**config.mk**
```make
export PLATFORM = sky130hd
export DESIGN_NAME = cpsb_ram
export DESIGN_NICKNAME = d
export VERILOG_FILES = /design/src/rtl/core/cpsb_ram.sv
export SDC_FILE = /design/constraint.sdc
export NUM_CORES = 2
export LEC_CHECK = 0
export BUFFER_PORTS_ARGS = -buffer_cell sky130_fd_sc_hd__buf_2
export CORE_AREA = 2 2 506 709
export CTS_CLUSTER_SIZE = 8
export DETAILED_ROUTE_END_ITERATION = 10
export DIE_AREA = 0 0 508 711
export GPL_ROUTABILITY_DRIVEN = 0
export HOLD_SLACK_MARGIN = 0.06
export SLEW_MARGIN = 20
export SYNTH_ARGS = -nofsm -noshare
export SYNTH_HDL_FRONTEND = slang
export SYNTH_SLANG_ARGS = --single-unit
```
**constraint.sdc**
```tcl
create_clock -name i_clk -period 3.6 [get_ports i_clk]
set_input_delay 0.36 -clock i_clk [delete_from_list [all_inputs] [get_ports i_clk]]
set_output_delay 0.36 -clock i_clk [all_outputs]
set_load 0.005 [all_outputs]
```
**src/rtl/core/cpsb_ram.sv**
```systemverilog
// cpsb_ram: generic single-write, single-read RAM with registered read data.
// No dependencies.

module cpsb_ram #(
    parameter int WIDTH = 16,
    parameter int DEPTH = 256
) (
    input  logic                                      i_clk,
    input  logic                                      i_we,
    input  logic [((DEPTH > 1) ? $clog2(DEPTH) : 1)-1:0] i_waddr,
    input  logic [WIDTH-1:0]                          i_wdata,
    input  logic                                      i_re,
    input  logic [((DEPTH > 1) ? $clog2(DEPTH) : 1)-1:0] i_raddr,
    output logic [WIDTH-1:0]                          o_rdata
);
    logic [WIDTH-1:0] r_mem [DEPTH];
    logic [WIDTH-1:0] r_rdata;

    always_ff @(posedge i_clk) begin
        if (i_we) begin
            r_mem[i_waddr] <= i_wdata;
        end
        if (i_re) begin
            r_rdata <= r_mem[i_raddr];
        end
    end

    assign o_rdata = r_rdata;
endmodule

```
==> metrics.txt <==
Worst-path clk slew=0.05 ns; worst hold path depth=3; Max VDD drop=375.6 µV; Std-Cell Rows=259; synth unique cells=51; Layout Skew=0.04847 ns; status=complete, no violations; Reg area=0.1235 mm²; Critical Path RT=roughly 4.3 ns; hold path endpoint=r_mem[175][7]; most frequent cells in the layout=edfxtp_1, mux4_2, buf_4; mapped cell area=about 0.16 mm²; Syn Inst Count=7,360; GRT overflow=0; pin count of the biggest net entering global routing=147; H-Tree Level Count=6; I/O Pins=51; CTS resizes=0; Port Buffers=50; via count=80,330; Layout area overhead=16.80%; reg-to-reg setup timing slack=0.39 ns; CTS Root Cell=clkbuf_16; post-detail-place hpwl=280.2 mm; arrival time worst endpoint=3.97 ns; largest area contributor in the netlist=edfxtp_1; layout cells sized above 1=approximately 29%; Total GRT Usage=24.31%; Avg Synthesized Cell Area=21.59 µm²; FILL cells=27,330; slew margin rel.=~15%; DIE HEIGHT=711 µm; Hold WC Path Type=in2reg; Area contributors post-synth=edfxtp_1, mux4_2, mux2i_1; drt initial violations=9,104; Post-CTS Hold Buffers=18; Worst R2R Start=r_mem[60][6]; routed length per placed instance=33.93 µm; Hold Startpoint=i_waddr[3]; DRC viols=0; overall power=~110 mW; critical path type=in2reg; DP Area=0.1698 mm²; RSZ-0062 raised after global routing=false; Routed Antenna Nets=0; Sink Count=4,112; Initial Util=44.77%; TritonCTS Buffers=588; Hold WS=approximately 0.14 ns; first-pass GRT wire length=624.9 mm; Worst Reg-to-Reg Cells=5; endpoints failing hold=0; Vias per Instance=6.137; Worst-Skew Late Latency=0.94 ns; final layout net count=8,370; crit path from=i_raddr[0]; Max Cap Violations=0; sequential element share of the synthesized area=77.72%; Mapped Nets=7,395; crit share post-route=90.37%; number of global-route vias before repair=82,620; antenna violations before repair=29; commonest non-fill, non-tap cell in the layout=edfxtp_1; DIE WIDTH=slightly above 500 µm; Worst Setup Start Kind=primary input; Yosys reg bits=4,112; buffer count from post-CTS setup fixing=0; Multi-input gate area=0.03300 mm²; Max Slew Vio Count=0; DRT Pass-1 Iters=6; Worst Max-Slew Pin Slew=1.258 ns; Die ar.=roughly 0.36 mm²; Final setup viols=0; PD cells=574.3 mW/mm²; clk buf depth=4; Max FO, Critical Path=25; synth warn=0; reg-to-reg endpoint=o_rdata[6]; pre-CTS setup slack=-0.4834 ns; Core Area=0.3548 mm²; Layout Utilization=52.29%; drt total wl=444.1 mm; Synth top area share=77.72%; crit path time final=3.253 ns; Final WS setup=0.3466 ns; TritonCTS clock tree=yes; leakage=59.87 nW; crit path capture type=flop; FMAX=0.3074 GHz; post-route design area=0.1856 mm²
## registers in the layout, indices dropped and copies added, names as in the netlist
signal	count
o_rdata	16
r_mem	4096
## worst max-delay path by stage
stage | end | slack (ns)
global placement | o_rdata[0] | -0.57
global route | o_rdata[10] | 0.43
CTS | o_rdata[14] | 0.46
finish | o_rdata[8] | 0.35
floorplan | o_rdata[4] | 0.99
detailed placement | o_rdata[8] | -0.48
## metal layers
layer / GRT usage (%) / share of wire (%) / vias up
met2: 40.45 / 50 / 3591
li1: - / - / 33010
met1: 30.41 / 37 / 42860
met3: 3.932 / 6.9 / 860
met5: 0 / 0.023 / -
met4: 13.44 / 6.3 / 18
## synth_stat cells (all sizes together)
cell type and count:
a2111oi 6, a211oi 18, a21o 2, a21oi 175
a221oi 28, a22o 32, a22oi 43, a31oi 6
and2 2, and3 11, and4 2, buf 222
clkbuf 230, edfxtp 4112, inv 4, mux2 88
mux2i 565, mux4 797, nand2 38, nand2b 3
nand3 35, nand3b 1, nand4 26, nand4b 3
nor2 304, nor2b 9, nor3 92, nor3b 1
nor4 18, nor4bb 2, o21ai 38, o221ai 253
o22ai 148, o31ai 16, o32ai 21, or2 5
or3 2, or3b 1, or4b 1
## worst max-delay path, cell delays in order
cell      delay, ns
buf_12         0.19
buf_12         0.27
buf_12         0.26
buf_4          0.43
mux4_2         0.33
a211oi_1       0.08
o21ai_0        0.99
nand3_1        0.58
nor4_1         0.37
## area by class of cell
type	count	share of cell area (%)
diodes	11	0.01483
clock buffers	606	8.149
clock inverters	30	0.2333
inverters	4	0.01483
multi-input cells	2792	17.78
flip-flops and latches	4112	66.54
well taps	4698	3.168
repair buffers	837	4.097
## report_power, final
part	internal, mW	switching [mW]
Clock	29.4	18.9
Combinational	1.91	3.40
Sequential	52.9	0.0854
Total	84.2	22.3
## through the flow
step	instances	setup TNS, ns
floorplan	7360	0
global placement	12420	-4.172
detailed placement	12420	-2.647
CTS	13080	0
global route	13080	0
finish	13090	0
## cells by family (layout without fill, tap and decap cells)
logic type	Yosys count	in the layout	share of synthesized area (%)
AO/OA/AOI/OAI	786	786	3.534
buffers and inverters	456	1477	1.692
flip-flops	4112	4112	77.72
multiplexers	1450	1450	15.48
other	0	11	0
AND/OR/NAND/NOR	556	556	1.573
(Power assumes the default switching activity.)
